### config.mk
export PLATFORM = sky130hd
export DESIGN_NAME = display_packet_framer_deframer
export DESIGN_NICKNAME = d
export VERILOG_FILES = /design/src/pfd_pkg.sv /design/src/pfd_front.sv /design/src/pfd_fifo.sv /design/src/pfd_back.sv /design/src/display_packet_framer_deframer.sv
export SDC_FILE = /design/constraint.sdc
export NUM_CORES = 1
export LEC_CHECK = 0
export BUFFER_PORTS_ARGS = -buffer_cell sky130_fd_sc_hd__buf_2
export CORE_ASPECT_RATIO = 0.75
export CORE_MARGIN = 3
export CORE_UTILIZATION = 30
export CTS_BUF_LIST = sky130_fd_sc_hd__clkbuf_8
export CTS_CLUSTER_DIAMETER = 50
export DETAILED_ROUTE_END_ITERATION = 10
export SLEW_MARGIN = 20
export SYNTH_ARGS = -nofsm -noshare
export SYNTH_HDL_FRONTEND = slang
export SYNTH_SLANG_ARGS = --single-unit
### constraint.sdc
create_clock -name aclk -period 6.1 [get_ports aclk]
set_input_delay 1.525 -clock aclk [delete_from_list [all_inputs] [get_ports aclk]]
set_output_delay 1.525 -clock aclk [all_outputs]
set_load 0.05 [all_outputs]
### src/pfd_pkg.sv
package pfd_pkg;

    // Default depth of the job queue between front and back.
    localparam int QUEUE_DEPTH = 2;

    // Stream widths.
    localparam int S_TDATA_W = 24;
    localparam int S_TUSER_W = 3;
    localparam int M_TDATA_W = 32;
    localparam int M_TUSER_W = 3;

    // Link bytes.
    localparam logic [7:0] BYTE_ACK      = 8'h06;
    localparam logic [7:0] BYTE_DC1      = 8'h11;
    localparam logic [7:0] BYTE_DC2      = 8'h12;
    localparam logic [7:0] BYTE_ESC      = 8'h1B;
    localparam logic [7:0] BYTE_READ_LEN = 8'h01;
    localparam logic [7:0] BYTE_READ_CMD = 8'h53;
    localparam logic [7:0] BYTE_DUMMY    = 8'h00;
    localparam logic [7:0] READ_SUM      = BYTE_DC2 + BYTE_READ_LEN + BYTE_READ_CMD;

    // Byte positions inside a framed transmission.
    localparam logic [2:0] STEP_FIRST     = 3'd0;
    localparam logic [2:0] STEP_PAYLOAD   = 3'd3;
    localparam logic [2:0] STEP_LAST_READ = 3'd4;
    localparam logic [2:0] STEP_LAST_CMD  = 3'd5;

    typedef enum logic [1:0] {
        REQ_PAYLOAD = 2'd0,
        REQ_READ    = 2'd1,
        REQ_RX      = 2'd2
    } req_t;

    typedef enum logic [2:0] {
        ST_ACKED    = 3'd0,
        ST_NO_ACK   = 3'd1,
        ST_EMPTY    = 3'd2,
        ST_READ_NAK = 3'd3,
        ST_NO_DC1   = 3'd4,
        ST_BAD_SUM  = 3'd5,
        ST_READ_OK  = 3'd6
    } status_t;

    typedef enum logic [2:0] {
        PH_IDLE = 3'd0,
        PH_CMD  = 3'd1,
        PH_ACK  = 3'd2,
        PH_DC1  = 3'd3,
        PH_LEN  = 3'd4,
        PH_DATA = 3'd5,
        PH_SUM  = 3'd6
    } phase_t;

    typedef enum logic [1:0] {
        JOB_CMD     = 2'd0,
        JOB_READ    = 2'd1,
        JOB_RX_DATA = 2'd2,
        JOB_STATUS  = 2'd3
    } job_op_t;

    // One classified transaction, expanded into results by the back end.
    typedef struct packed {
        job_op_t    op;
        logic       head;
        logic       tail;
        logic [7:0] count;
        logic [7:0] data;
        logic [7:0] sum;
        status_t    status;
        logic [7:0] length;
    } job_t;

endpackage

### src/pfd_front.sv
module pfd_front (
    input  logic                          aclk,
    input  logic                          aresetn,
    input  logic                          s_tvalid,
    output logic                          s_tready,
    input  logic [pfd_pkg::S_TDATA_W-1:0] s_tdata,
    input  logic [pfd_pkg::S_TUSER_W-1:0] s_tuser,
    input  logic                          s_tlast,
    input  logic                          q_full,
    output logic                          q_push,
    output pfd_pkg::job_t                 q_job
);

    pfd_pkg::phase_t phase_reg, phase_next;
    logic [7:0]      tx_sum_reg, tx_sum_next;
    logic [7:0]      rx_sum_reg, rx_sum_next;
    logic [7:0]      bytes_left_reg, bytes_left_next;
    logic [7:0]      reply_len_reg, reply_len_next;
    logic            reading_reg, reading_next;

    logic            accept;
    pfd_pkg::req_t   req;
    logic [7:0]      din;
    logic [7:0]      cnt_plus;
    logic            first_mark;
    logic            ready_mark;
    logic            start;
    logic [7:0]      base_sum;
    logic [7:0]      frame_sum;

    assign s_tready   = !q_full;
    assign accept     = s_tvalid && !q_full;
    assign req        = pfd_pkg::req_t'(s_tuser[1:0]);
    assign first_mark = s_tuser[2];
    assign din        = s_tdata[7:0];
    assign cnt_plus   = s_tdata[15:8] + 8'd1;
    assign ready_mark = s_tdata[16];
    assign start      = (phase_reg == pfd_pkg::PH_IDLE) && first_mark;
    assign base_sum   = start ? (pfd_pkg::BYTE_DC1 + cnt_plus + pfd_pkg::BYTE_ESC) : tx_sum_reg;
    assign frame_sum  = base_sum + din;

    // Classify the transaction, update link state, build the job
    always_comb begin
        phase_next      = phase_reg;
        tx_sum_next     = tx_sum_reg;
        rx_sum_next     = rx_sum_reg;
        bytes_left_next = bytes_left_reg;
        reply_len_next  = reply_len_reg;
        reading_next    = reading_reg;
        q_push          = 1'b0;
        q_job           = '0;
        q_job.count     = cnt_plus;
        q_job.data      = din;
        q_job.sum       = frame_sum;
        q_job.head      = start;
        q_job.tail      = s_tlast;
        if (accept) begin
            case (req)
                pfd_pkg::REQ_PAYLOAD: begin
                    if (start || phase_reg == pfd_pkg::PH_CMD) begin
                        q_push      = 1'b1;
                        q_job.op    = pfd_pkg::JOB_CMD;
                        tx_sum_next = frame_sum;
                        if (s_tlast) begin
                            phase_next   = pfd_pkg::PH_ACK;
                            reading_next = 1'b0;
                        end else begin
                            phase_next = pfd_pkg::PH_CMD;
                        end
                    end
                end
                pfd_pkg::REQ_READ: begin
                    if (phase_reg == pfd_pkg::PH_IDLE) begin
                        q_push = 1'b1;
                        if (!ready_mark) begin
                            q_job.op     = pfd_pkg::JOB_STATUS;
                            q_job.status = pfd_pkg::ST_EMPTY;
                            reading_next = 1'b0;
                        end else begin
                            q_job.op     = pfd_pkg::JOB_READ;
                            tx_sum_next  = pfd_pkg::READ_SUM;
                            phase_next   = pfd_pkg::PH_ACK;
                            reading_next = 1'b1;
                        end
                    end
                end
                pfd_pkg::REQ_RX: begin
                    case (phase_reg)
                        pfd_pkg::PH_ACK: begin
                            if (din != pfd_pkg::BYTE_ACK) begin
                                q_push       = 1'b1;
                                q_job.op     = pfd_pkg::JOB_STATUS;
                                q_job.status = reading_reg ? pfd_pkg::ST_READ_NAK
                                                           : pfd_pkg::ST_NO_ACK;
                                phase_next   = pfd_pkg::PH_IDLE;
                                reading_next = 1'b0;
                            end else if (!reading_reg) begin
                                q_push       = 1'b1;
                                q_job.op     = pfd_pkg::JOB_STATUS;
                                q_job.status = pfd_pkg::ST_ACKED;
                                phase_next   = pfd_pkg::PH_IDLE;
                            end else begin
                                phase_next = pfd_pkg::PH_DC1;
                            end
                        end
                        pfd_pkg::PH_DC1: begin
                            if (din != pfd_pkg::BYTE_DC1) begin
                                q_push       = 1'b1;
                                q_job.op     = pfd_pkg::JOB_STATUS;
                                q_job.status = pfd_pkg::ST_NO_DC1;
                                phase_next   = pfd_pkg::PH_IDLE;
                                reading_next = 1'b0;
                            end else begin
                                phase_next = pfd_pkg::PH_LEN;
                            end
                        end
                        pfd_pkg::PH_LEN: begin
                            reply_len_next  = din;
                            bytes_left_next = din;
                            rx_sum_next     = 8'd0;
                            phase_next      = (din == 8'd0) ? pfd_pkg::PH_SUM : pfd_pkg::PH_DATA;
                        end
                        pfd_pkg::PH_DATA: begin
                            q_push          = 1'b1;
                            q_job.op        = pfd_pkg::JOB_RX_DATA;
                            rx_sum_next     = rx_sum_reg + din;
                            bytes_left_next = bytes_left_reg - 8'd1;
                            if (bytes_left_reg == 8'd1) begin
                                phase_next = pfd_pkg::PH_SUM;
                            end
                        end
                        pfd_pkg::PH_SUM: begin
                            q_push       = 1'b1;
                            q_job.op     = pfd_pkg::JOB_STATUS;
                            if (din == rx_sum_reg) begin
                                q_job.status = pfd_pkg::ST_READ_OK;
                                q_job.length = reply_len_reg;
                            end else begin
                                q_job.status = pfd_pkg::ST_BAD_SUM;
                            end
                            phase_next   = pfd_pkg::PH_IDLE;
                            reading_next = 1'b0;
                        end
                        default: begin
                        end
                    endcase
                end
                default: begin
                end
            endcase
        end
    end

    // Hold link state
    always_ff @(posedge aclk) begin
        if (!aresetn) begin
            phase_reg      <= pfd_pkg::PH_IDLE;
            tx_sum_reg     <= 8'd0;
            rx_sum_reg     <= 8'd0;
            bytes_left_reg <= 8'd0;
            reply_len_reg  <= 8'd0;
            reading_reg    <= 1'b0;
        end else begin
            phase_reg      <= phase_next;
            tx_sum_reg     <= tx_sum_next;
            rx_sum_reg     <= rx_sum_next;
            bytes_left_reg <= bytes_left_next;
            reply_len_reg  <= reply_len_next;
            reading_reg    <= reading_next;
        end
    end

endmodule

### src/pfd_fifo.sv
module pfd_fifo #(
    parameter int DEPTH = pfd_pkg::QUEUE_DEPTH
) (
    input  logic          aclk,
    input  logic          aresetn,
    input  logic          push,
    input  pfd_pkg::job_t push_job,
    output logic          full,
    input  logic          pop,
    output logic          pop_valid,
    output pfd_pkg::job_t pop_job
);

    localparam int PTR_W = (DEPTH > 1) ? $clog2(DEPTH) : 1;
    localparam int CNT_W = $clog2(DEPTH + 1);

    pfd_pkg::job_t    entry_reg [DEPTH];
    logic [PTR_W-1:0] wr_ptr_reg, wr_ptr_next;
    logic [PTR_W-1:0] rd_ptr_reg, rd_ptr_next;
    logic [CNT_W-1:0] count_reg, count_next;

    assign full      = (count_reg == CNT_W'(DEPTH));
    assign pop_valid = (count_reg != '0);
    assign pop_job   = entry_reg[rd_ptr_reg];

    // Advance pointers with wrap at the queue depth
    always_comb begin
        wr_ptr_next = wr_ptr_reg;
        rd_ptr_next = rd_ptr_reg;
        count_next  = count_reg;
        if (push) begin
            wr_ptr_next = (wr_ptr_reg == PTR_W'(DEPTH - 1)) ? '0 : wr_ptr_reg + 1'b1;
        end
        if (pop) begin
            rd_ptr_next = (rd_ptr_reg == PTR_W'(DEPTH - 1)) ? '0 : rd_ptr_reg + 1'b1;
        end
        if (push && !pop) begin
            count_next = count_reg + 1'b1;
        end else if (pop && !push) begin
            count_next = count_reg - 1'b1;
        end
    end

    always_ff @(posedge aclk) begin
        if (!aresetn) begin
            wr_ptr_reg <= '0;
            rd_ptr_reg <= '0;
            count_reg  <= '0;
        end else begin
            wr_ptr_reg <= wr_ptr_next;
            rd_ptr_reg <= rd_ptr_next;
            count_reg  <= count_next;
        end
    end

    // Store the pushed job
    always_ff @(posedge aclk) begin
        if (push) begin
            entry_reg[wr_ptr_reg] <= push_job;
        end
    end

endmodule

### src/pfd_back.sv
module pfd_back (
    input  logic                          aclk,
    input  logic                          aresetn,
    input  logic                          q_valid,
    input  pfd_pkg::job_t                 q_job,
    output logic                          q_pop,
    output logic                          m_tvalid,
    input  logic                          m_tready,
    output logic [pfd_pkg::M_TDATA_W-1:0] m_tdata,
    output logic [pfd_pkg::M_TUSER_W-1:0] m_tuser,
    output logic                          m_tlast
);

    pfd_pkg::job_t                 job_reg, job_next;
    logic                          active_reg, active_next;
    logic [2:0]                    step_reg, step_next;
    logic                          m_tvalid_reg, m_tvalid_next;
    logic [pfd_pkg::M_TDATA_W-1:0] m_tdata_reg, m_tdata_next;
    logic [pfd_pkg::M_TUSER_W-1:0] m_tuser_reg, m_tuser_next;
    logic                          m_tlast_reg, m_tlast_next;

    logic             out_free;
    logic             emit;
    logic [2:0]       last_step;
    logic             at_last;
    logic             tx_v, rx_v, st_v;
    logic [7:0]       tx_b, rx_b, len;
    pfd_pkg::status_t st;

    assign m_tvalid = m_tvalid_reg;
    assign m_tdata  = m_tdata_reg;
    assign m_tuser  = m_tuser_reg;
    assign m_tlast  = m_tlast_reg;

    assign out_free = !m_tvalid_reg || m_tready;
    assign emit     = active_reg && out_free;
    assign at_last  = (step_reg == last_step);
    assign q_pop    = q_valid && (!active_reg || (emit && at_last));

    // Select the result for the current step of the job
    always_comb begin
        last_step = pfd_pkg::STEP_FIRST;
        tx_v      = 1'b0;
        rx_v      = 1'b0;
        st_v      = 1'b0;
        tx_b      = 8'd0;
        rx_b      = 8'd0;
        len       = 8'd0;
        st        = pfd_pkg::ST_ACKED;
        case (job_reg.op)
            pfd_pkg::JOB_CMD: begin
                last_step = job_reg.tail ? pfd_pkg::STEP_LAST_CMD : pfd_pkg::STEP_PAYLOAD;
                tx_v      = 1'b1;
                case (step_reg)
                    3'd0:    tx_b = pfd_pkg::BYTE_DC1;
                    3'd1:    tx_b = job_reg.count;
                    3'd2:    tx_b = pfd_pkg::BYTE_ESC;
                    3'd3:    tx_b = job_reg.data;
                    3'd4:    tx_b = job_reg.sum;
                    default: tx_b = pfd_pkg::BYTE_DUMMY;
                endcase
            end
            pfd_pkg::JOB_READ: begin
                last_step = pfd_pkg::STEP_LAST_READ;
                tx_v      = 1'b1;
                case (step_reg)
                    3'd0:    tx_b = pfd_pkg::BYTE_DC2;
                    3'd1:    tx_b = pfd_pkg::BYTE_READ_LEN;
                    3'd2:    tx_b = pfd_pkg::BYTE_READ_CMD;
                    3'd3:    tx_b = pfd_pkg::READ_SUM;
                    default: tx_b = pfd_pkg::BYTE_DUMMY;
                endcase
            end
            pfd_pkg::JOB_RX_DATA: begin
                rx_v = 1'b1;
                rx_b = job_reg.data;
            end
            pfd_pkg::JOB_STATUS: begin
                st_v = 1'b1;
                st   = job_reg.status;
                len  = job_reg.length;
            end
            default: begin
            end
        endcase
    end

    // Drive the output register and walk through the job
    always_comb begin
        job_next      = job_reg;
        active_next   = active_reg;
        step_next     = step_reg;
        m_tvalid_next = m_tvalid_reg;
        m_tdata_next  = m_tdata_reg;
        m_tuser_next  = m_tuser_reg;
        m_tlast_next  = m_tlast_reg;
        if (emit) begin
            m_tvalid_next = 1'b1;
            m_tdata_next  = {5'd0, len, st, rx_b, tx_b};
            m_tuser_next  = {st_v, rx_v, tx_v};
            m_tlast_next  = at_last;
            step_next     = step_reg + 3'd1;
            if (at_last) begin
                active_next = 1'b0;
            end
        end else if (m_tready) begin
            m_tvalid_next = 1'b0;
        end
        if (q_pop) begin
            job_next    = q_job;
            active_next = 1'b1;
            step_next   = (q_job.op == pfd_pkg::JOB_CMD && !q_job.head) ?
                          pfd_pkg::STEP_PAYLOAD : pfd_pkg::STEP_FIRST;
        end
    end

    always_ff @(posedge aclk) begin
        if (!aresetn) begin
            active_reg   <= 1'b0;
            step_reg     <= pfd_pkg::STEP_FIRST;
            m_tvalid_reg <= 1'b0;
        end else begin
            active_reg   <= active_next;
            step_reg     <= step_next;
            m_tvalid_reg <= m_tvalid_next;
        end
    end

    // Hold payload
    always_ff @(posedge aclk) begin
        job_reg     <= job_next;
        m_tdata_reg <= m_tdata_next;
        m_tuser_reg <= m_tuser_next;
        m_tlast_reg <= m_tlast_next;
    end

endmodule

### src/display_packet_framer_deframer.sv
// Byte engine for a display link with additive-checksum framing.
// Slave stream s_*: one transaction per request. s_tuser[1:0] is the request kind
// (payload byte, read request, byte received from the bus), s_tuser[2] marks the
// first payload byte of a command, s_tlast the last one.
// Master stream m_*: one transaction per result. m_tuser tells whether it carries a
// byte to transmit, a received data byte or a closing status; m_tlast marks the
// last result caused by one request.
// A front end classifies each request and updates the link state in its cycle,
// then may queue one job; a back end expands each job into one to six results.
// An accepted request reaches its first result through the queue entry, the job
// register and the output register of the back end. Throughput: one result per
// cycle while m_tready is high (up to six results per request), set by the single
// output register of the back end. The job queue holds QUEUE_DEPTH jobs.
// Reset (aresetn low, synchronous) returns the link to idle and empties the queue.
// When m_tready is low the output holds, the queue fills and s_tready drops.
module display_packet_framer_deframer #(
    parameter int QUEUE_DEPTH = pfd_pkg::QUEUE_DEPTH
) (
    input  logic                          aclk,
    input  logic                          aresetn,
    input  logic                          s_tvalid,
    output logic                          s_tready,
    // [7:0] data, [15:8] payload_count, [16] buffer_ready
    input  logic [pfd_pkg::S_TDATA_W-1:0] s_tdata,
    // [1:0] req_type, [2] first
    input  logic [pfd_pkg::S_TUSER_W-1:0] s_tuser,
    input  logic                          s_tlast,
    output logic                          m_tvalid,
    input  logic                          m_tready,
    // [7:0] tx_byte, [15:8] rx_byte, [18:16] status, [26:19] read_length
    output logic [pfd_pkg::M_TDATA_W-1:0] m_tdata,
    // [0] tx_valid, [1] rx_valid, [2] status_valid
    output logic [pfd_pkg::M_TUSER_W-1:0] m_tuser,
    output logic                          m_tlast
);

    logic          fr_push;
    pfd_pkg::job_t fr_job;
    logic          q_full;
    logic          q_valid;
    pfd_pkg::job_t q_job;
    logic          bk_pop;

    pfd_front u_front (
        .aclk     (aclk),
        .aresetn  (aresetn),
        .s_tvalid (s_tvalid),
        .s_tready (s_tready),
        .s_tdata  (s_tdata),
        .s_tuser  (s_tuser),
        .s_tlast  (s_tlast),
        .q_full   (q_full),
        .q_push   (fr_push),
        .q_job    (fr_job)
    );

    pfd_fifo #(
        .DEPTH (QUEUE_DEPTH)
    ) u_fifo (
        .aclk      (aclk),
        .aresetn   (aresetn),
        .push      (fr_push),
        .push_job  (fr_job),
        .full      (q_full),
        .pop       (bk_pop),
        .pop_valid (q_valid),
        .pop_job   (q_job)
    );

    pfd_back u_back (
        .aclk     (aclk),
        .aresetn  (aresetn),
        .q_valid  (q_valid),
        .q_job    (q_job),
        .q_pop    (bk_pop),
        .m_tvalid (m_tvalid),
        .m_tready (m_tready),
        .m_tdata  (m_tdata),
        .m_tuser  (m_tuser),
        .m_tlast  (m_tlast)
    );

endmodule

==> flow_summary.yaml, run 1 <==
worst_setup_path:
  worstSetupEndpointType: "flip-flop"
  reg2reg_slack_ns: 2.48
  worstReg2RegStart: "u_front.phase_reg[2]"
  worstReg2RegEnd: "u_fifo.entry_reg[1][18]"
  r2r_cells: 10
  path_max_fanout: 10
  startpoint_type: "input pin"
  critical_path_class: "input pin to flip-flop"
  cp.required_ns: 6.29
  arrival_ns: 4.49
logic_synthesis:
  async_reset_ff_share_pct: 0
  netlist.area_leader.share_pct: 49.3
  muxShareOfSynthArea_pct: 5.49
  syn_area_um2: 8960
  synth_edf_count: 147
  synth_area_per_cell_um2: 11.8
  yosys-top-cells-area: "edfxtp_1 (49%), dfxtp_1 (10%), mux2_2 (5.2%)"
  synthXorXnorAreaFrac_pct: 2.35
  synth_top_family_by_area: "simple AND/OR/NAND/NOR gates"
  synth_seq_area_share_pct: 59.6
  yosysWarnings: 0
  ys.flop_type: "edfxtp_1"
  synth_cells: 756
  synth_compound_area_share_pct: 10.5
  synthSimpleGateAreaFrac_pct: 14.6
  synth_cell_type_count: 72
  yosys.area.top_type: "edfxtp_1"
  ys_ff_latch: 193
  synth_adder_area_share_pct: 4.36
floorplanning:
  die_h_um: 156
  io_pins: 70
  dieArea_um2: 32000
  start_util_pct: 30.6
  row_count: 54
  core-area_um2: 29300
  die_w_um: 206
clock_network:
  clock_latency_ns: 0.46
  numCtsBuffers: 17
  tritoncts: "done"
  cts.clk_slew.worst_paths_ns: 0.10
  cts_root_buf: "clkbuf_8"
  clockBufferDepth: 2
  cts_resized: 0
  post_cts_buffers: 0
  h-tree-depth: 4
  cts_sinks: 193
  ctsHoldBuffers: 0
grt:
  top_usage_layer: "met1"
  grt_pass1_wl_um: 30600
  gr-total-overflow: 0
  grt_antenna_before_repair: 0
  grt_use_total_pct: 12.4
  grt_use_met2_pct: 16.1
  first_global_vias: 5309
  grt_max_degree: 45
  use_met3_pct: 2.92
  met1_usage_pct: 20.1
final_layout:
  final_common_cell: "edfxtp_1"
  largest_register_ffs: 78
  syn_to_final_growth_pct: 12.2
  fin_nets: 868
  mostFrequentLayoutCells: "edfxtp_1 (147), nor2_1 (82), buf_2 (57), nand2_1 (53), dfxtp_1 (46)"
  drive_gt1_share_pct: 18.1
  antennaDiodeCount: 0
worst_hold_path:
  hold_class: "flip-flop to flip-flop"
  hold_depth: 2
  hp-start: "u_front.reply_len_reg[5]"
  min_to: "u_front.reply_len_reg[5]"
sta:
  hold_viol_final: 0
  tightest_slew_ns: 1.05
  post-route-min-period_ns: 4.30
  fin_skew_ns: 0.0170
  worst_slack_ns: 1.80
  fmax_mhz: 233
  max-slew-margin-rel_pct: 29.4
  final.setup.tns_ns: 0
  hold-worst-slack_ns: 0.454
  finalSetupViolCount: 0
  drv_slew: 0
  rsz0062_at_grt: "false"
  period_share_pct: 70.5
route:
  vias_per_cell: 4.83
  dr.pass1.iters: 8
  drc: 0
  wire_per_inst_um: 16.1
  drt_wl_total_um: 19500
  drt_iter0_drc: 475
  routed-via-count: 5855
  ant_nets: 0
pwr:
  p_int_w: 0.00247
  pwr-share-seq_pct: 48.5
  ir_drop_uv: 169
  p_sw_share_pct: 35.6
  combPwrFrac_pct: 29.0
  pwr-share-clk_pct: 22.4
  power.leakage_nw: 3.61
  p_switching_w: 0.00136
  powerDensity_nw_per_um2: 381
placed_design:
  post-place-ws_ns: 1.36
  gp_congestion: 0.888
  dp_hpwl_um: 13400
  port_buffers: 57
status:
  status: "finished, final reports clean"
run:
  cap_viol_max_count: 0
through the flow:
step / std cells / utilization, % / total power [W] / area, um2
after floorplan: 760 / - / 0.00271 / 8970
after global placement: 1179 / 32.9 / 0.00300 / 9630
after detailed placement: 1179 / 32.9 / 0.00301 / 9630
after CTS: 1211 / 34.3 / 0.00387 / 10000
after global routing: 1211 / 34.4 / 0.00404 / 10100
final: 1211 / 34.4 / 0.00383 / 10100
worst max-delay path, cell delays in order:
cell and delay (ns):
buf_2 0.14, ha_1 0.37, xor2_1 0.36, inv_1 0.08, ha_1 0.21, xnor2_1 0.19
o21ai_0 0.11, ha_1 0.36, nand3_1 0.10, o211ai_1 0.11, o41ai_1 0.34, xnor2_1 0.17
a21boi_0 0.28, nor2_1 0.12
how the worst max path moves through the flow:
stage | endpoint | slack [ns] | from | depth (start not counted)
floorplan | u_fifo.entry_reg[0][0] | 1.31 | s_tuser[0] | 7
global placement | u_front.tx_sum_reg[7] | 1.41 | s_tdata[8] | 14
detailed placement | u_fifo.entry_reg[1][18] | 1.36 | s_tdata[8] | 14
CTS | u_fifo.entry_reg[1][18] | 1.84 | s_tdata[8] | 14
global route | u_fifo.entry_reg[1][18] | 1.55 | s_tdata[8] | 14
finish | u_fifo.entry_reg[1][18] | 1.80 | s_tdata[8] | 14
Yosys cell counts (5+ instances only):
cell and n:
a211oi_1 5, and2_1 24, nor2b_1 10, nand3_1 18, clkbuf_1 21, a22oi_1 9
or3_1 7, o31ai_1 5, buf_2 5, edfxtp_1 147, and3_1 13, xor2_1 11
buf_4 6, nor3_1 18, dfxtp_1 46, xnor2_1 13, mux2_2 41, inv_1 28
o21ai_0 23, nand2b_1 10, a21o_1 5, nand2_1 53, nand4_1 5, a21oi_1 44
nor2_1 82, ha_1 28
layout make-up:
cell class                      instances  area [um2]
Timing Repair Buffer                   62         323
Clock inverter                         15         180
Inverter                               30         113
Fill cell                            2872       19200
Clock buffer                           17         234
Sequential cell                       193        5340
Multi-Input combinational cell        502        3380
Tap cell                              392         490
power groups by stage:
stage / logic, W / registers (W) / clock network (W)
final: 0.00111 / 0.00186 / 0.000859
after floorplan: 0.000616 / 0.00210 / 0
after global placement: 0.00111 / 0.00189 / 0
after CTS: 0.00112 / 0.00186 / 0.000882
after detailed placement: 0.00112 / 0.00189 / 0
after global routing: 0.00122 / 0.00189 / 0.000940
per-layer routing:
metal	part of all wire [%]	up-vias
li1	-	2884
met1	54	2811
met2	40	142
met3	5.3	18
met4	1.4	0
met5	0	-
kinds of logic after synthesis:
family          Yosys count
compound gates          138
xor+xnor                 24
fa+ha+maj                30
buf+inv                  65
flops                   193
mux                      44
other cells               1
simple gates            261
(Power assumes the default switching activity.)
==> run 2, diff against run 1 <==
clock period = 3.7 ns   (was 6.1 ns; I/O delays follow)
==> flow_summary.yaml, run 2 (synthesis results as in run 1) <==
status:
  status: "finished, final reports clean"
worst_setup_path:
  path_max_fanout: 4
  cp.required_ns: 4.07
  worstSetupEndpointType: "flip-flop"
  startpoint_type: "input pin"
  reg2reg_slack_ns: 0.61
  r2r_cells: 13
  worstReg2RegStart: "u_front.phase_reg[1]"
  arrival_ns: 3.71
  critical_path_class: "input pin to flip-flop"
  worstReg2RegEnd: "u_front.tx_sum_reg[6]"
clock_network:
  cts_root_buf: "clkbuf_8"
  post_cts_buffers: 0
  numCtsBuffers: 17
  cts.clk_slew.worst_paths_ns: 0.10
  ctsHoldBuffers: 0
  cts_sinks: 193
  cts_resized: 0
  clockBufferDepth: 2
  clock_latency_ns: 0.46
  h-tree-depth: 4
  tritoncts: "done"
final_layout:
  drive_gt1_share_pct: 20.1
  antennaDiodeCount: 0
  mostFrequentLayoutCells: "edfxtp_1 (147), nor2_1 (82), buf_2 (57), nand2_1 (53), dfxtp_1 (46)"
  largest_register_ffs: 78
  fin_nets: 894
  stdcell_count: 1237
  syn_to_final_growth_pct: 14.9
  final_common_cell: "edfxtp_1"
worst_hold_path:
  min_to: "u_front.reply_len_reg[6]"
  hold_depth: 2
  hold_class: "flip-flop to flip-flop"
  hp-start: "u_front.reply_len_reg[6]"
floorplanning:
  die_h_um: 156
  dieArea_um2: 32000
  start_util_pct: 30.6
  row_count: 54
  core-area_um2: 29300
  io_pins: 70
  die_w_um: 206
grt:
  grt_antenna_before_repair: 0
  grt_use_total_pct: 12.5
  gr-total-overflow: 0
  grt_pass1_wl_um: 30800
  grt_max_degree: 45
  first_global_vias: 5409
route:
  met2_length_um: 7700
  vias_per_cell: 4.80
  met3WireLength_um: 1100
  drt_iter0_drc: 414
  dr.pass1.iters: 5
  drc: 0
  route.layer.met1.wl_um: 10700
  routed-via-count: 5937
  wire_per_inst_um: 15.9
  ant_nets: 0
  top_layer_used: "met4"
  drt_wl_total_um: 19700
placed_design:
  dp_cells: 1205
  port_buffers: 57
  post-place-ws_ns: -0.0917
  dp_hpwl_um: 13900
  gp_congestion: 0.865
sta:
  period_share_pct: 90.5
  drv_slew: 0
  hold-worst-slack_ns: 0.458
  fmax_mhz: 299
  worst_slack_ns: 0.352
  fin_skew_ns: 0.0115
  tightest_slew_ns: 0.758
  finalSetupViolCount: 0
  hold_viol_final: 0
  post-route-min-period_ns: 3.35
  rsz0062_at_grt: "false"
  max-slew-margin-rel_pct: 49.0
pwr:
  powerDensity_nw_per_um2: 621
  ir_drop_uv: 353
  power.leakage_nw: 3.74
  total_power_w: 0.00640
run:
  cap_viol_max_count: 0
run 2: per-stage QoR:
| step | utilization (%) | instance area, um2 | TNS (ns) |
|---|---|---|---|
| floorplan | - | 8970 | 0 |
| global placement | 33.8 | 9890 | -0.123 |
| detailed placement | 33.8 | 9890 | -0.245 |
| CTS | 35.2 | 10300 | 0 |
| global route | 35.2 | 10300 | 0 |
| finish | 35.2 | 10300 | 0 |
run 2: area by class of cell:
type	instances	area (um2)
Fill cell	2887	19000
Sequential cell	193	5340
Multi-Input combinational cell	502	3370
Timing Repair Buffer	88	581
Tap cell	392	490
Clock buffer	18	248
Clock inverter	14	156
Inverter	30	113
run 2: worst max path at each step:
stage,start,to,slack [ns],depth (start not counted)
after floorplan,s_tdata[8],u_front.tx_sum_reg[7],0.17,14
after global placement,s_tdata[8],u_fifo.entry_reg[1][18],-0.04,14
after detailed placement,s_tdata[8],u_front.tx_sum_reg[7],-0.09,13
after CTS,s_tdata[8],u_front.tx_sum_reg[7],0.41,13
after global routing,s_tdata[8],u_front.tx_sum_reg[7],0.12,13
final,s_tdata[8],u_front.tx_sum_reg[7],0.35,13
run 2: critical path, cell delays in order:
cell	delay (ns)
buf_2	0.10
ha_1	0.22
nand3_1	0.19
xnor2_1	0.38
xnor2_1	0.18
o21ai_0	0.10
ha_1	0.33
nand3_1	0.11
o211ai_1	0.13
o41ai_1	0.34
xnor2_1	0.18
and3b_1	0.21
o41ai_1	0.32
run 2: layer usage:
metal / track usage (%) / vias to the layer above
met3: 2.75 / 16
met5: 0 / -
met4: 2.80 / 0
met2: 16.8 / 164
met1: 20.1 / 2833
li1: - / 2924
run 2: power by group:
part	switching (W)	total (W)	internal, W	leakage, nW
clock network	0.000769	0.00140	0.000630	0.204
registers	0.000196	0.00307	0.00288	1.75
logic	0.00128	0.00192	0.000644	1.79
total	0.00224	0.00640	0.00415	3.74
